===== src/actuator_command_retry_supervisor_unit_defines.svh =====
// ----------------------------------------------------------------------------
// Assertion macros for the actuator command retry supervisor
// Shared concurrent assertion forms, clocked and disabled during reset.
// ----------------------------------------------------------------------------
`ifndef ACTUATOR_COMMAND_RETRY_SUPERVISOR_UNIT_DEFINES_SVH
`define ACTUATOR_COMMAND_RETRY_SUPERVISOR_UNIT_DEFINES_SVH

// The consequent must hold in the same cycle as the antecedent.
`define ACSU_ASSERT_SAME(label, clk, rst_n, ante, cons) \
	label: assert property (@(posedge clk) disable iff (!rst_n) (ante) |-> (cons)) \
		else $error("acsu: same-cycle check failed");

// The consequent must hold in the cycle after the antecedent.
`define ACSU_ASSERT_NEXT(label, clk, rst_n, ante, cons) \
	label: assert property (@(posedge clk) disable iff (!rst_n) (ante) |=> (cons)) \
		else $error("acsu: next-cycle check failed");

`endif


===== src/acsu_pkg.sv =====
// ----------------------------------------------------------------------------
// Actuator command retry supervisor package
// Types, codes and constants shared by the supervisor modules.
// ----------------------------------------------------------------------------
`timescale 1ns / 1ps
`default_nettype none

package acsu_pkg;

	localparam int TIMEOUT_W   = 16;
	localparam int RETRY_W     = 4;
	localparam int CFG_DATA_W  = 16;
	localparam int CFG_INDEX_W = 1;

	localparam logic [TIMEOUT_W-1:0] TIMEOUT_RESET = 16'd7;
	localparam logic [RETRY_W-1:0]   RETRY_RESET   = 4'd3;
	localparam logic [TIMEOUT_W-1:0] ELAPSED_MAX   = 16'hFFFF;

	localparam logic [CFG_INDEX_W-1:0] REG_TIMEOUT_TICKS = 1'b0;
	localparam logic [CFG_INDEX_W-1:0] REG_MAX_RETRIES   = 1'b1;

	localparam logic OP_POLL  = 1'b0;
	localparam logic OP_START = 1'b1;

	localparam logic [1:0] CMD_STOP    = 2'd0;
	localparam logic [1:0] CMD_INVALID = 2'd3;

	localparam logic [2:0] STEP_CODE_IDLE  = 3'd0;
	localparam logic [2:0] STEP_CODE_WAIT  = 3'd1;
	localparam logic [2:0] STEP_CODE_RETRY = 3'd2;
	localparam logic [2:0] STEP_CODE_DONE  = 3'd3;
	localparam logic [2:0] STEP_CODE_FAIL  = 3'd4;

	typedef enum logic [4:0] {
		STEP_IDLE  = 5'b00001,
		STEP_WAIT  = 5'b00010,
		STEP_RETRY = 5'b00100,
		STEP_DONE  = 5'b01000,
		STEP_FAIL  = 5'b10000
	} step_t;

	typedef struct packed {
		logic       operation;
		logic [1:0] command;
		logic [1:0] sensed_position;
		logic       power_active;
	} item_t;

	typedef struct packed {
		logic       send_command;
		logic [1:0] command_out;
		logic [2:0] step_now;
		logic       busy_res;
		logic       error_event;
		logic       power_request;
	} result_t;

	typedef struct packed {
		logic [TIMEOUT_W-1:0] timeout_ticks;
		logic [RETRY_W-1:0]   max_retries;
	} cfg_t;

	typedef struct packed {
		step_t                step;
		logic                 busy;
		logic [1:0]           target;
		logic [RETRY_W-1:0]   retry_cnt;
		logic [TIMEOUT_W-1:0] elapsed;
	} sup_state_t;

	function automatic logic [2:0] step_code(input step_t step);
		logic [2:0] code;
		unique case (step)
			STEP_IDLE:  code = STEP_CODE_IDLE;
			STEP_WAIT:  code = STEP_CODE_WAIT;
			STEP_RETRY: code = STEP_CODE_RETRY;
			STEP_DONE:  code = STEP_CODE_DONE;
			STEP_FAIL:  code = STEP_CODE_FAIL;
			default:    code = STEP_CODE_IDLE;
		endcase
		return code;
	endfunction

endpackage

`default_nettype wire


===== src/acsu_channels.sv =====
// ----------------------------------------------------------------------------
// Actuator command retry supervisor channels
// Valid/ready interfaces for the input item and result channels.
// ----------------------------------------------------------------------------
`timescale 1ns / 1ps
`default_nettype none

interface acsu_item_if import acsu_pkg::*; ();
	logic  valid;
	logic  ready;
	item_t payload;

	modport source (output valid, output payload, input ready);
	modport sink (input valid, input payload, output ready);
endinterface

interface acsu_result_if import acsu_pkg::*; ();
	logic    valid;
	logic    ready;
	result_t payload;

	modport source (output valid, output payload, input ready);
	modport sink (input valid, input payload, output ready);
endinterface

`default_nettype wire


===== src/acsu_step_logic.sv =====
// ----------------------------------------------------------------------------
// Actuator command retry supervisor step logic
// Next state and result for one registered item, given the current state.
// ----------------------------------------------------------------------------
`timescale 1ns / 1ps
`default_nettype none

module acsu_step_logic import acsu_pkg::*; (
	input  sup_state_t state_cur,
	input  cfg_t       cfg,
	input  item_t      item_cur,
	output sup_state_t state_nxt,
	output result_t    res_nxt
);

	logic [1:0]           cmd_eff;
	logic [TIMEOUT_W-1:0] elapsed_inc;
	logic                 timed_out;
	logic                 pos_match;
	logic                 send;
	logic                 err;
	logic                 preq;

	assign cmd_eff     = (item_cur.command == CMD_INVALID) ? CMD_STOP : item_cur.command;
	assign elapsed_inc = (state_cur.elapsed == ELAPSED_MAX) ? state_cur.elapsed
		: state_cur.elapsed + 1'b1;
	assign timed_out   = elapsed_inc >= cfg.timeout_ticks;
	assign pos_match   = item_cur.sensed_position == state_cur.target;

	always_comb begin
		state_nxt = state_cur;
		send      = 1'b0;
		err       = 1'b0;
		preq      = 1'b0;
		if (item_cur.operation == OP_START) begin
			state_nxt.target    = cmd_eff;
			state_nxt.busy      = 1'b1;
			state_nxt.retry_cnt = '0;
			state_nxt.elapsed   = '0;
			state_nxt.step      = STEP_WAIT;
			send                = item_cur.sensed_position != cmd_eff;
		end else if (!item_cur.power_active) begin
			preq = 1'b1;
		end else begin
			unique case (state_cur.step)
				STEP_WAIT: begin
					state_nxt.elapsed = elapsed_inc;
					if (pos_match) begin
						state_nxt.step = STEP_DONE;
					end else if (timed_out) begin
						state_nxt.step = STEP_RETRY;
					end
				end
				STEP_RETRY: begin
					state_nxt.elapsed = elapsed_inc;
					if (timed_out) begin
						if (state_cur.retry_cnt >= cfg.max_retries) begin
							state_nxt.step = STEP_FAIL;
						end else begin
							state_nxt.retry_cnt = state_cur.retry_cnt + 1'b1;
							state_nxt.elapsed   = '0;
							state_nxt.busy      = 1'b1;
							send                = 1'b1;
						end
					end else if (pos_match) begin
						state_nxt.step = STEP_DONE;
					end
				end
				STEP_DONE: begin
					state_nxt.busy = 1'b0;
					state_nxt.step = STEP_IDLE;
				end
				STEP_FAIL: begin
					state_nxt.busy = 1'b0;
					err            = 1'b1;
					state_nxt.step = STEP_IDLE;
				end
				default: begin
					state_nxt = state_cur;
				end
			endcase
		end
	end

	always_comb begin
		res_nxt.send_command  = send;
		res_nxt.command_out   = state_nxt.target;
		res_nxt.step_now      = step_code(state_nxt.step);
		res_nxt.busy_res      = state_nxt.busy;
		res_nxt.error_event   = err;
		res_nxt.power_request = preq;
	end

endmodule

`default_nettype wire


===== src/actuator_command_retry_supervisor_unit.sv =====
// ----------------------------------------------------------------------------
// Actuator command retry supervisor
// Supervises one tilt actuator command with a poll timer and bounded retries.
//
//   Channel  Direction  Handshake     Content
//   item     in         valid/ready   operation, command, sensed position, power
//   result   out        valid/ready   send, command, step, busy, error, power req
//   cfg      in         write enable  timeout_ticks (0), max_retries (1)
//
// A transaction is registered in the input register on acceptance and its result
// in the result register, and one transaction is taken per cycle unless stalled.
// The state update happens as the registered transaction moves to the result
// register, which keeps successive transactions in order.
// A stalled result holds the input register; the input side then waits.
// Reset clears the state, the configuration to its defaults and both valid flags.
// ----------------------------------------------------------------------------
`timescale 1ns / 1ps
`default_nettype none
`include "actuator_command_retry_supervisor_unit_defines.svh"

module actuator_command_retry_supervisor_unit import acsu_pkg::*; (
	input  logic                   clk,
	input  logic                   arst_n,
	acsu_item_if.sink              item,
	acsu_result_if.source          result,
	input  logic                   cfg_we,
	input  logic [CFG_INDEX_W-1:0] cfg_index,
	input  logic [CFG_DATA_W-1:0]  cfg_wdata
);

	logic       valid_s1;
	item_t      item_s1;
	logic       valid_s2;
	result_t    result_s2;
	logic       advance;
	cfg_t       cfg_q;
	sup_state_t state_q;
	sup_state_t state_nxt;
	result_t    res_nxt;

	assign advance      = valid_s1 && (!valid_s2 || result.ready);
	assign item.ready   = !valid_s1 || advance;
	assign result.valid = valid_s2;
	assign result.payload = result_s2;

	always_ff @(posedge clk or negedge arst_n) begin
		if (!arst_n) begin
			valid_s1 <= 1'b0;
		end else if (item.ready) begin
			valid_s1 <= item.valid;
		end
	end

	always_ff @(posedge clk) begin
		if (item.valid && item.ready) begin
			item_s1 <= item.payload;
		end
	end

	always_ff @(posedge clk or negedge arst_n) begin
		if (!arst_n) begin
			valid_s2 <= 1'b0;
		end else if (advance) begin
			valid_s2 <= 1'b1;
		end else if (result.ready) begin
			valid_s2 <= 1'b0;
		end
	end

	always_ff @(posedge clk) begin
		if (advance) begin
			result_s2 <= res_nxt;
		end
	end

	always_ff @(posedge clk or negedge arst_n) begin
		if (!arst_n) begin
			cfg_q.timeout_ticks <= TIMEOUT_RESET;
			cfg_q.max_retries   <= RETRY_RESET;
		end else if (cfg_we) begin
			unique case (cfg_index)
				REG_TIMEOUT_TICKS: cfg_q.timeout_ticks <= cfg_wdata[TIMEOUT_W-1:0];
				REG_MAX_RETRIES:   cfg_q.max_retries   <= cfg_wdata[RETRY_W-1:0];
				default:           cfg_q               <= cfg_q;
			endcase
		end
	end

	always_ff @(posedge clk or negedge arst_n) begin
		if (!arst_n) begin
			state_q.step      <= STEP_IDLE;
			state_q.busy      <= 1'b0;
			state_q.target    <= CMD_STOP;
			state_q.retry_cnt <= '0;
			state_q.elapsed   <= '0;
		end else if (advance) begin
			state_q <= state_nxt;
		end
	end

	acsu_step_logic u_step_logic (
		.state_cur (state_q),
		.cfg       (cfg_q),
		.item_cur  (item_s1),
		.state_nxt (state_nxt),
		.res_nxt   (res_nxt)
	);

	`ACSU_ASSERT_SAME(a_error_ends_job, clk, arst_n,
		valid_s2 && result_s2.error_event,
		result_s2.step_now == STEP_CODE_IDLE && !result_s2.busy_res)
	`ACSU_ASSERT_SAME(a_send_while_busy, clk, arst_n,
		valid_s2 && result_s2.send_command, result_s2.busy_res)
	`ACSU_ASSERT_SAME(a_power_request_alone, clk, arst_n,
		valid_s2 && result_s2.power_request,
		!result_s2.send_command && !result_s2.error_event)
	`ACSU_ASSERT_NEXT(a_start_enters_wait, clk, arst_n,
		advance && item_s1.operation == OP_START,
		state_q.step == STEP_WAIT && state_q.retry_cnt == '0 && state_q.busy)

endmodule

`default_nettype wire

===== src/flat_wrapper.sv =====
// flat-port wrapper written by rule: the top's interface ports become plain ports
module actuator_command_retry_supervisor_unit_flat import acsu_pkg::*;
  (clk, arst_n, cfg_we, cfg_index, cfg_wdata, item_valid, item_payload, item_ready, result_valid, result_payload, result_ready);
  acsu_item_if item_i ();
  acsu_result_if result_i ();
  input  logic clk;
  input  logic arst_n;
  input  logic cfg_we;
  input  logic [CFG_INDEX_W-1:0] cfg_index;
  input  logic [CFG_DATA_W-1:0] cfg_wdata;
  input wire logic [$bits(item_i.valid)-1:0] item_valid;
  input wire logic [$bits(item_i.payload)-1:0] item_payload;
  output wire logic [$bits(item_i.ready)-1:0] item_ready;
  output wire logic [$bits(result_i.valid)-1:0] result_valid;
  output wire logic [$bits(result_i.payload)-1:0] result_payload;
  input wire logic [$bits(result_i.ready)-1:0] result_ready;
  assign item_i.valid = item_valid;
  assign item_i.payload = item_payload;
  assign item_ready = item_i.ready;
  assign result_valid = result_i.valid;
  assign result_payload = result_i.payload;
  assign result_i.ready = result_ready;
  actuator_command_retry_supervisor_unit u_core (.clk(clk), .arst_n(arst_n), .item(item_i), .result(result_i), .cfg_we(cfg_we), .cfg_index(cfg_index), .cfg_wdata(cfg_wdata));
endmodule

===== config.mk =====
export PLATFORM = sky130hd
export DESIGN_NAME = actuator_command_retry_supervisor_unit_flat
export DESIGN_NICKNAME = d
export VERILOG_FILES = /design/src/acsu_pkg.sv /design/src/acsu_channels.sv /design/src/acsu_step_logic.sv /design/src/actuator_command_retry_supervisor_unit.sv /design/src/flat_wrapper.sv
export VERILOG_INCLUDE_DIRS = /design/src /design/src/src
export SDC_FILE = /design/constraint.sdc
export NUM_CORES = 1
export LEC_CHECK = 0
export BUFFER_PORTS_ARGS = -buffer_cell sky130_fd_sc_hd__buf_2
export CAP_MARGIN = 20
export CORE_UTILIZATION = 54
export DETAILED_ROUTE_END_ITERATION = 8
export PLACE_DENSITY = 0.82
export SLEW_MARGIN = 5
export SYNTH_ARGS = -nofsm -noshare
export SYNTH_HDL_FRONTEND = slang
export SYNTH_SLANG_ARGS = --single-unit

===== constraint.sdc =====
create_clock -name clk -period 4.2 [get_ports clk]
set_clock_uncertainty 0.05 [all_clocks]
set_input_delay 0.84 -clock clk [delete_from_list [all_inputs] [get_ports clk]]
set_output_delay 0.84 -clock clk [all_outputs]
set_load 0.02 [all_outputs]

==> qor.yml, run 1 <==
setup_path:
  reg2reg_depth: 14
  crit_family: "compound AO/OA/AOI/OAI gates"
  worstReg2RegEnd: "u_core.result.payload[3]"
  critical_path_class: "reg -> reg"
  critPathMaxStageDelay_ns: 0.47
  crit_slowest_cell: "dfrtp_1"
  path_max_fanout: 9
  end_kind: "flip-flop"
  crit_top_cell: "a211oi_2"
  arrival_ns: 4.04
  r2r_slack_ns: 0.20
  cp.required_ns: 4.25
  crit_buf_inv: 0
  r2r_start: "u_core.state_q[3]"
  crit_chain: "and4_4, and3_2, nand4_4, and3_4, and3_4, xor2_1, ha_1, a21oi_1, o21ai_0, a211oi_2, nand3_4, o311a_1, a211oi_2, a211oi_2"
  start_kind: "flip-flop"
finish:
  mostFrequentLayoutCell: "nand2_1"
  antenna_cells: 0
  layout_common_cells: "nand2_1, dfrtp_1, buf_2"
  n_fill_cell: 574
  fin_nets: 480
  drive_gt1_share_pct: 24.1
  area_delta_synth_final_pct: 11.8
  stdcell_count: 531
clocking:
  cts_buffers: 9
  cts_max_level: 3
  ctsHoldBuffers: 0
  post_cts.repair.setup_buffers: 0
  clk_latency_ns: 0.35
  cts_tree: "yes"
  root_buffer: "clkbuf_8"
  cts.sink_count: 65
  clk_pin_slew_ns: 0.07
  clockBufferDepth: 2
floorplan:
  design.core.area_mm2: 0.00691
  initial_core_util_pct: 56.7
  fp.dieW_um: 87.2
  placementRows: 30
  die_area_mm2: 0.00760
  io_pins: 39
  die_y_um: 87.2
placed_design:
  hpwl_um: 5650
  pre_cts_ws_ns: 0.0913
  place_congestion: 0.875
  portBuffers: 38
  place_inst: 514
yosys:
  ys_seq_elements: 65
  syn_area_mm2: 0.00392
  netlist_instances: 397
  yosysWarnings: 0
  synth-edff-count: 15
  async_reset_ff_share_pct: 76.9
  synthFlopType: "dfrtp_1"
  synth_cell_types: 63
  yosysSeqAreaShare_pct: 43.6
  synth_area_per_cell_um2: 9.87
  synth.net_count: 447
worst_hold_path:
  hold-path-cell-count: 1
  hold_path.class: "reg -> reg"
  hold_start: "u_core.valid_s1"
  min_to: "u_core.result.valid"
sta:
  finalSetupTns_ns: 0
  slew_headroom_pct: 40.3
  clock.fmax_ghz: 0.250
  period_needed_ns: 4.00
  worst_pin_slew_ns: 0.892
  setup_slack_ns: 0.202
  whs_ns: 0.452
  hold_viol: 0
  setup_viol: 0
  post-route-period-util_pct: 95.2
  drv_slew: 0
power_and_ir_drop:
  fin_total_pwr_uw: 1710
  power_density_mw_per_mm2: 390
  leakage_uw: 0.00196
  vdd_drop_max_mv: 0.191
detailed_routing:
  vias: 3068
  drt_pre_antenna_iters: 5
  drt_iter0_drc: 240
  viasPerCell: 5.78
  drt-total-wl_um: 8260
  drc: 0
  ant_nets: 0
  wl_per_cell_um: 15.6
global_route:
  first_global_vias: 2885
  track_usage_pct: 24.1
  grt_overflow: 0
  grt_max_degree: 51
  grt_pass1_wl_um: 13800
  antenna_found_initial: 0
flow_run:
  cap_violations: 0
status:
  status: "finished, final reports clean"
cells in the mapped netlist, types with 3 or more instances:
cell	n	area share, %
and3_4	3	0.86
buf_4	5	0.96
buf_2	3	0.38
xnor2_1	8	1.8
nor2b_1	5	0.80
nand2_1	55	5.3
inv_1	28	2.7
nor2_1	20	1.9
a211oi_1	3	0.57
dfrtp_1	44	28
edfxtp_1	15	11
nand2b_1	11	1.8
nand4_1	4	0.64
ha_1	22	7.0
clkbuf_1	6	0.57
xor2_1	8	1.8
and3_1	3	0.48
o211ai_1	3	0.57
mux2_2	11	3.2
a211oi_2	4	1.3
a21o_1	3	0.57
a21oi_1	20	2.6
nor3_1	5	0.64
a31oi_1	18	2.9
a22o_1	3	0.67
o21ai_1	3	0.38
o21ai_0	26	3.3
buf_6	4	1.1
dfstp_2	6	4.0
nand3_1	9	1.1
routing by layer:
| metal | global-route usage (%) | part of all wire (%) | up-vias |
|---|---|---|---|
| li1 | - | - | 1480 |
| met1 | 32.6 | 46 | 1467 |
| met2 | 37.0 | 47 | 100 |
| met3 | 6.45 | 4.9 | 21 |
| met4 | 9.84 | 2.0 | 0 |
| met5 | 0 | 0 | - |
power breakdown:
part           internal, uW  switching (uW)  leakage (uW)  total (uW)
registers               718            61.8      0.000775         780
clock network           328             247      0.000104         575
logic                   144             208       0.00108         352
total                  1190             517       0.00196        1710
kinds of logic after synthesis:
family	count (synthesis)	share of synthesized area, %
buf+inv	47	5.84
fa+ha+maj	22	7.02
flops	65	43.6
compound gates	97	16.8
mux	13	3.67
simple gates	137	19.4
xor+xnor	16	3.58
timing repair:
action	in CTS	in global routing
hold endpoints to repair	0	0
gates resized for setup	0	9
endpoints found under the setup margin	0	22
cell type report:
class                           instances  area, um2  share of cell area, %
Sequential cell                        65       1710                   39.1
Multi-Input combinational cell        285       2000                   45.8
Timing Repair Buffer                   41        229                   5.23
Inverter                               28        105                   2.40
Tap cell                               96        120                   2.74
Clock inverter                          7       85.1                   1.94
Clock buffer                            9        124                   2.83
per-stage QoR:
step	area [um2]	utilization, %
2_1_floorplan	3920	-
3_3_place_gp	4140	59.9
3_5_place_dp	4140	59.9
4_1_cts	4340	62.9
5_1_grt	4380	63.4
6_report	4380	63.4
worst max-delay path by stage:
stage,end,depth (start not counted),startpoint
floorplan,u_core.result.payload[3],16,u_core.state_q[0]
global placement,u_core.result.payload[4],15,u_core.state_q[0]
detailed placement,u_core.result.payload[4],15,u_core.state_q[0]
CTS,u_core.result.payload[4],15,u_core.state_q[0]
global route,u_core.result.payload[4],14,u_core.state_q[3]
finish,u_core.result.payload[3],14,u_core.state_q[3]
sequential cells by signal, indices dropped and copies added, names as in the netlist:
register and count:
u_core.item_s1 6, u_core.result.payload 9, u_core.state_q 28, u_core.cfg_q 20, u_core.valid_s1 1, u_core.result.valid 1
Note: power is estimated with default switching activity, not from simulation.
==> inputs of run 2 (changes only) <==
ABC_AREA = 1   (was default)
==> qor.yml, run 2 <==
finish:
  stdcell_count: 609  # +15%
  regMostFlops: "u_core.state_q"
  n_fill_cell: 615  # +7.1%
  fin_nets: 558  # +16%
  mostFrequentLayoutCell: "inv_1"
  largest_reg_flops: 28  # unchanged
  finish.instance_area_mm2: 0.00433  # -1.1%
  antenna_cells: 0  # unchanged
  area_delta_synth_final_pct: 13.3
  layout_common_cells: "inv_1, nand2_1, dfrtp_1"
  drive_gt1_share_pct: 18.5  # -5.6 points
yosys:
  async_reset_ff_share_pct: 76.9  # unchanged
  ys_seq_elements: 65  # unchanged
  synth-edff-count: 15  # unchanged
  synth_cell_types: 39  # -38%
  yosysMostFrequentCell: "inv_1"
  synthFlopType: "dfrtp_1"
  synth_top_cell_by_area: "dfrtp_1"
  yosysWarnings: 0  # unchanged
  synth.top_cell.area_share_pct: 28.8  # +0.70 points
  yosysSeqAreaShare_pct: 44.7  # +1.1 points
  ys_top_cells_by_count: "inv_1, nand2_1, dfrtp_1"
  netlist_instances: 465  # +17%
  ys_top_cells_by_area: "dfrtp_1, edfxtp_1, inv_1, nand2_1, ha_1"
  synth.net_count: 515  # +15%
  syn_area_mm2: 0.00382  # -2.4%
  synth_area_per_cell_um2: 8.22  # -17%
sta:
  rsz0062_at_grt: "false"
  drv_slew: 0  # unchanged
  worst_pin_slew_ns: 0.933  # +0.0409 ns
  period_needed_ns: 3.59  # -0.404 ns
  whs_ns: 0.442  # -0.00970 ns
  setup_viol: 0  # unchanged
  hold_viol: 0  # unchanged
  slew_headroom_pct: 37.6  # -2.7 points
  finalSetupTns_ns: 0  # unchanged
  clock.fmax_ghz: 0.278  # +11%
  post-route-period-util_pct: 85.6  # -9.6 points
detailed_routing:
  wl_per_cell_um: 12.4  # -21%
  drc: 0  # unchanged
  drt_pre_antenna_iters: 4  # -1
  ant_nets: 0  # unchanged
  drt_iter0_drc: 179  # -25%
  drt-total-wl_um: 7530  # -8.9%
  viasPerCell: 5.12  # -11%
  vias: 3119  # +1.7%
clocking:
  ctsResizeCount: 0  # unchanged
  cts_tree: "yes"
  cts_buffers: 9  # unchanged
  clk_latency_ns: 0.35  # about the same
  clockBufferDepth: 2  # unchanged
  root_buffer: "clkbuf_8"
  cts.sink_count: 65  # unchanged
  cts_max_level: 3  # unchanged
  post_cts.repair.setup_buffers: 0  # unchanged
  clk_pin_slew_ns: 0.07  # about the same
  ctsHoldBuffers: 0  # unchanged
floorplan:
  die_area_mm2: 0.00742  # -2.4%
  initial_core_util_pct: 56.0  # -0.77 points
  io_pins: 39  # unchanged
  fp.dieW_um: 86.1  # -1.2%
  die_y_um: 86.1  # -1.2%
  placementRows: 30  # unchanged
  design.core.area_mm2: 0.00683  # -1.1%
setup_path:
  arrival_ns: 3.65  # -0.39 ns
  crit_path_start: "u_core.state_q[1]"
  end_kind: "flip-flop"
  r2r_start: "u_core.state_q[1]"
  crit_end: "u_core.result.payload[3]"
  worstReg2RegEnd: "u_core.result.payload[3]"
  path_max_fanout: 7  # -2
  critical_path_class: "reg -> reg"
  reg2reg_depth: 26  # +12
  cp.required_ns: 4.26  # about the same
  start_kind: "flip-flop"
  r2r_slack_ns: 0.61  # +0.40 ns
global_route:
  first_global_vias: 3021  # +4.7%
  grt_pass1_wl_um: 13000  # -5.6%
  grt_max_degree: 51  # unchanged
  grt_overflow: 0  # unchanged
  track_usage_pct: 22.7  # -1.5 points
  antenna_found_initial: 0  # unchanged
placed_design:
  place_inst: 593  # +15%
  hpwl_um: 5470  # -3.1%
  place_congestion: 0.909  # +3.9%
  placed_area_mm2: 0.00411  # -0.58%
  portBuffers: 38  # unchanged
status:
  status: "finished, final reports clean"
power_and_ir_drop:
  fin_total_pwr_uw: 1940  # +14%
  power_density_mw_per_mm2: 449  # +15%
  vdd_drop_max_mv: 0.172  # -9.9%
  leakage_uw: 0.00220  # +12%
flow_run:
  cap_violations: 0  # unchanged
worst_hold_path:
  hold_path.class: "reg -> reg"
==> run 2: cell types whose count changed after synthesis, moves of 8 or more <==
| cell | change |
|---|---|
| xnor2_1 | -8 |
| nand2_2 | +11 |
| o22ai_1 | +16 |
| nand2_1 | +27 |
| a31oi_1 | -17 |
| inv_1 | +60 |
| nor2_1 | +21 |
| nand2b_1 | -11 |
| mux2_2 | -11 |
==> run 2: critical path, stage by stage, from the launching register on <==
cell     delay, ns
dfrtp_1       0.37
ha_1          0.19
nand2_1       0.09
nor2_4        0.14
nand4_2       0.17
nor2_2        0.12
nand3_2       0.17
nand2_2       0.13
nor3_1        0.06
xor2_1        0.20
inv_1         0.07
ha_1          0.30
nand2_1       0.06
inv_2         0.06
nand2_2       0.05
nor2_1        0.09
nor2_1        0.05
nand2_1       0.07
nand2_1       0.08
nand2_2       0.15
nand3_4       0.16
nand2_2       0.14
nand2_2       0.06
nand2_2       0.10
nor2_4        0.04
nand3_1       0.11
nand2_1       0.06
==> run 2: layout make-up <==
| type | count | area [um2] | share of cell area (%) |
|---|---|---|---|
| Tap cell | 96 | 120 | 2.77 |
| Multi-Input combinational cell | 296 | 1720 | 39.7 |
| Sequential cell | 65 | 1710 | 39.5 |
| Inverter | 97 | 364 | 8.41 |
| Clock inverter | 6 | 81.3 | 1.88 |
| Timing Repair Buffer | 39 | 198 | 4.57 |
| Clock buffer | 10 | 138 | 3.18 |
==> run 2: cell families (layout without fill, tap and decap cells) <==
| family | count (synthesis) | after routing | synth area share, % |
|---|---|---|---|
| and+or+nand+nor | 181 | 181 | 22.7 |
| buffers and inverters | 104 | 152 | 10.3 |
| AOI/OAI and AO/OA | 81 | 81 | 12.3 |
| DFF | 65 | 65 | 44.7 |
| adders and majority gates | 22 | 22 | 7.20 |
| xor gates and xnor gates | 12 | 12 | 2.75 |
==> run 2: power breakdown <==
group	total [uW]	switching (uW)	internal (uW)	leakage (uW)
clock network	587	241	346	0.000110
registers	793	54.0	739	0.000761
logic	564	374	190	0.00133
==> run 2: worst min-delay path by stage <==
stage	start	endpoint	slack, ns	cells after the start
4_1_cts	u_core.cfg_q[7]	u_core.cfg_q[7]	0.44	2
3_3_place_gp	u_core.cfg_q[7]	u_core.cfg_q[7]	0.42	2
6_report	u_core.cfg_q[2]	u_core.cfg_q[2]	0.44	2
2_1_floorplan	u_core.cfg_q[2]	u_core.cfg_q[2]	0.40	2
3_5_place_dp	u_core.cfg_q[7]	u_core.cfg_q[7]	0.43	2
5_1_grt	u_core.cfg_q[6]	u_core.cfg_q[6]	0.46	2
==> run 2: per-stage QoR <==
stage / setup slack [ns] / utilization, %
6_report: 0.606 / 63.4
5_1_grt: 0.254 / 63.4
4_1_cts: 0.634 / 63.4
3_5_place_dp: 0.660 / 60.2
3_3_place_gp: 0.815 / 60.2
2_1_floorplan: 1.08 / -
==> run 2: per-layer routing <==
metal | up-vias | global-route usage [%] | wire [um]
li1 | 1584 | - | -
met1 | 1441 | 28.5 | 3480
met2 | 76 | 37.6 | 3570
met3 | 18 | 3.85 | 289
met4 | 0 | 11.7 | 193
met5 | - | 0 | 0
==> inputs of run 3 (changes only) <==
PLACE_DENSITY = 0.74   (was 0.82)
==> qor.yml, run 3 (synthesized netlist as in run 2, its figures left out) <==
floorplan:
  initial_core_util_pct: 56.0  # unchanged
  io_pins: 39  # unchanged
  design.core.area_mm2: 0.00683  # unchanged
  placementRows: 30  # unchanged
  die_area_mm2: 0.00742  # unchanged
  die_y_um: 86.1  # unchanged
  fp.dieW_um: 86.1  # unchanged
power_and_ir_drop:
  leakage_uw: 0.00217  # -1.2%
  power_density_mw_per_mm2: 428  # -4.6%
  vdd_drop_max_mv: 0.206  # +19%
sta:
  whs_ns: 0.445  # +0.00357 ns
  hold_viol: 0  # unchanged
  period_needed_ns: 3.53  # -0.0596 ns
  worst_pin_slew_ns: 0.934  # +0.000929 ns
  rsz0062_at_grt: "false"
  finalSetupTns_ns: 0  # unchanged
  slew_headroom_pct: 37.6  # -0.062 points
  clock.fmax_ghz: 0.283  # +1.7%
  drv_slew: 0  # unchanged
  post-route-period-util_pct: 84.2  # -1.4 points
  setup_viol: 0  # unchanged
detailed_routing:
  viasPerCell: 4.99  # -2.6%
  drt-total-wl_um: 7440  # -1.2%
  drc: 0  # unchanged
  drt_pre_antenna_iters: 4  # unchanged
  drt_iter0_drc: 211  # +18%
  wl_per_cell_um: 12.2  # -1.2%
  ant_nets: 0  # unchanged
  vias: 3037  # -2.6%
setup_path:
  path_max_fanout: 7  # unchanged
  end_kind: "flip-flop"
  crit_top_cell: "nand2_1"
  crit_slowest_cell: "dfrtp_1"
  crit_family: "simple AND/OR/NAND/NOR gates"
  worstReg2RegEnd: "u_core.result.payload[4]"
  arrival_ns: 3.59  # -0.06 ns
  r2r_start: "u_core.state_q[0]"
  start_kind: "flip-flop"
  cp.required_ns: 4.26  # about the same
  r2r_slack_ns: 0.67  # +0.06 ns
  critical_path_class: "reg -> reg"
  reg2reg_depth: 26  # unchanged
  crit_buf_inv: 2  # unchanged
  critPathMaxStageDelay_ns: 0.38  # about the same
finish:
  drive_gt1_share_pct: 18.5  # unchanged
  layout_common_cells: "inv_1, nand2_1, dfrtp_1"
  fin_nets: 558  # unchanged
  antenna_cells: 0  # unchanged
  regMostFlops: "u_core.state_q"
  multi_input_area_mm2: 0.00172  # unchanged
  largest_reg_flops: 28  # unchanged
  n_fill_cell: 605  # -1.6%
  seq_area_mm2: 0.00171  # unchanged
  mostFrequentLayoutCell: "inv_1"
  area_delta_synth_final_pct: 12.0
  stdcell_count: 609  # unchanged
clocking:
  cts_tree: "yes"
  post_cts.repair.setup_buffers: 0  # unchanged
  clk_latency_ns: 0.35  # about the same
  clk_pin_slew_ns: 0.07  # about the same
  clockBufferDepth: 2  # unchanged
  cts_buffers: 9  # unchanged
  cts_max_level: 3  # unchanged
  ctsResizeCount: 0  # unchanged
  ctsHoldBuffers: 0  # unchanged
  cts.sink_count: 65  # unchanged
  root_buffer: "clkbuf_8"
status:
  status: "finished, final reports clean"
worst_hold_path:
  hold_path.class: "reg -> reg"
  hold-path-cell-count: 2  # unchanged
  min_to: "u_core.cfg_q[7]"
  hold_start: "u_core.cfg_q[7]"
global_route:
  antenna_found_initial: 0  # unchanged
  grt_overflow: 0  # unchanged
  grt_pass1_wl_um: 12900  # -0.91%
  first_global_vias: 3029  # +0.26%
  grt_max_degree: 34  # -33%
  track_usage_pct: 22.5  # -0.15 points
placed_design:
  portBuffers: 38  # unchanged
  place_inst: 593  # unchanged
  place_congestion: 0.874  # -3.8%
  hpwl_um: 5630  # +3.0%
flow_run:
  cap_violations: 0  # unchanged
## run 3: cell count changes in the layout (fill, tap and decap cells not counted)
cell | previous run | this run
inv_6 | 0 | 1
clkinvlp_4 | 1 | 2
clkbuf_8 | 10 | 9
clkinv_4 | 0 | 1
bufinv_16 | 2 | 0
## run 3: layout make-up
type                       count  share of cell area (%)
clock buffer                   9                    2.89
tap                           96                    2.81
timing repair buffer          39                    4.62
clock inverter                 7                    1.08
sequential                    65                    39.9
multi-input combinational    296                    40.2
inverter                      97                    8.50
## run 3: report_power, final
part           switching [uW]  leakage, uW  internal [uW]
clock network             261    0.0000830            213
registers                53.4     0.000761            739
logic                     376      0.00133            192
total                     691      0.00217           1140
## run 3: worst reg2reg max path, stage by stage (launching register included)
cell and delay [ns]:
dfrtp_1 0.38, ha_1 0.19, nand2_1 0.09, nor2_4 0.14, nand4_2 0.17, nor2_2 0.13, nand3_2 0.16, nand2_2 0.12
nor3_1 0.06, xor2_1 0.17, inv_1 0.06, ha_1 0.30, nand2_1 0.06, inv_2 0.06, nand2_2 0.04, nor2_1 0.10
nor2_1 0.05, nand2_1 0.09, nand2_1 0.09, nand2_2 0.14, nand3_4 0.15, nand2_2 0.13, nand2_1 0.07, nand2_2 0.09
nor2_1 0.06, nand3_1 0.09, nand2_1 0.06
## run 3: stage by stage
step	utilization (%)	total power, uW	cell area (um2)	setup WS (ns)
final	62.7	1830	4280	0.665
after global routing	62.7	1950	4280	0.259
after CTS	62.7	1850	4280	0.692
after detailed placement	60.2	1370	4110	0.706
after global placement	60.2	1340	4110	0.772
after floorplan	-	1230	3820	1.08
## run 3: worst max-delay path by stage
stage	start	to	slack, ns	depth (start not counted)
5_1_grt	u_core.state_q[1]	u_core.result.payload[4]	0.26	25
3_5_place_dp	u_core.state_q[0]	u_core.result.payload[5]	0.71	26
4_1_cts	u_core.state_q[0]	u_core.result.payload[5]	0.69	26
6_report	u_core.state_q[0]	u_core.result.payload[4]	0.67	26
3_3_place_gp	u_core.state_q[0]	u_core.result.payload[4]	0.77	26
2_1_floorplan	u_core.state_q[0]	u_core.result.payload[3]	1.08	26
## run 3: per-layer routing
layer | vias to the layer above | share of wire [%] | GRT usage (%)
li1 | 1585 | - | -
met1 | 1397 | 46 | 27.7
met2 | 44 | 49 | 38.5
met3 | 11 | 3.0 | 3.56
met4 | 0 | 1.9 | 10.9
met5 | - | 0 | 0
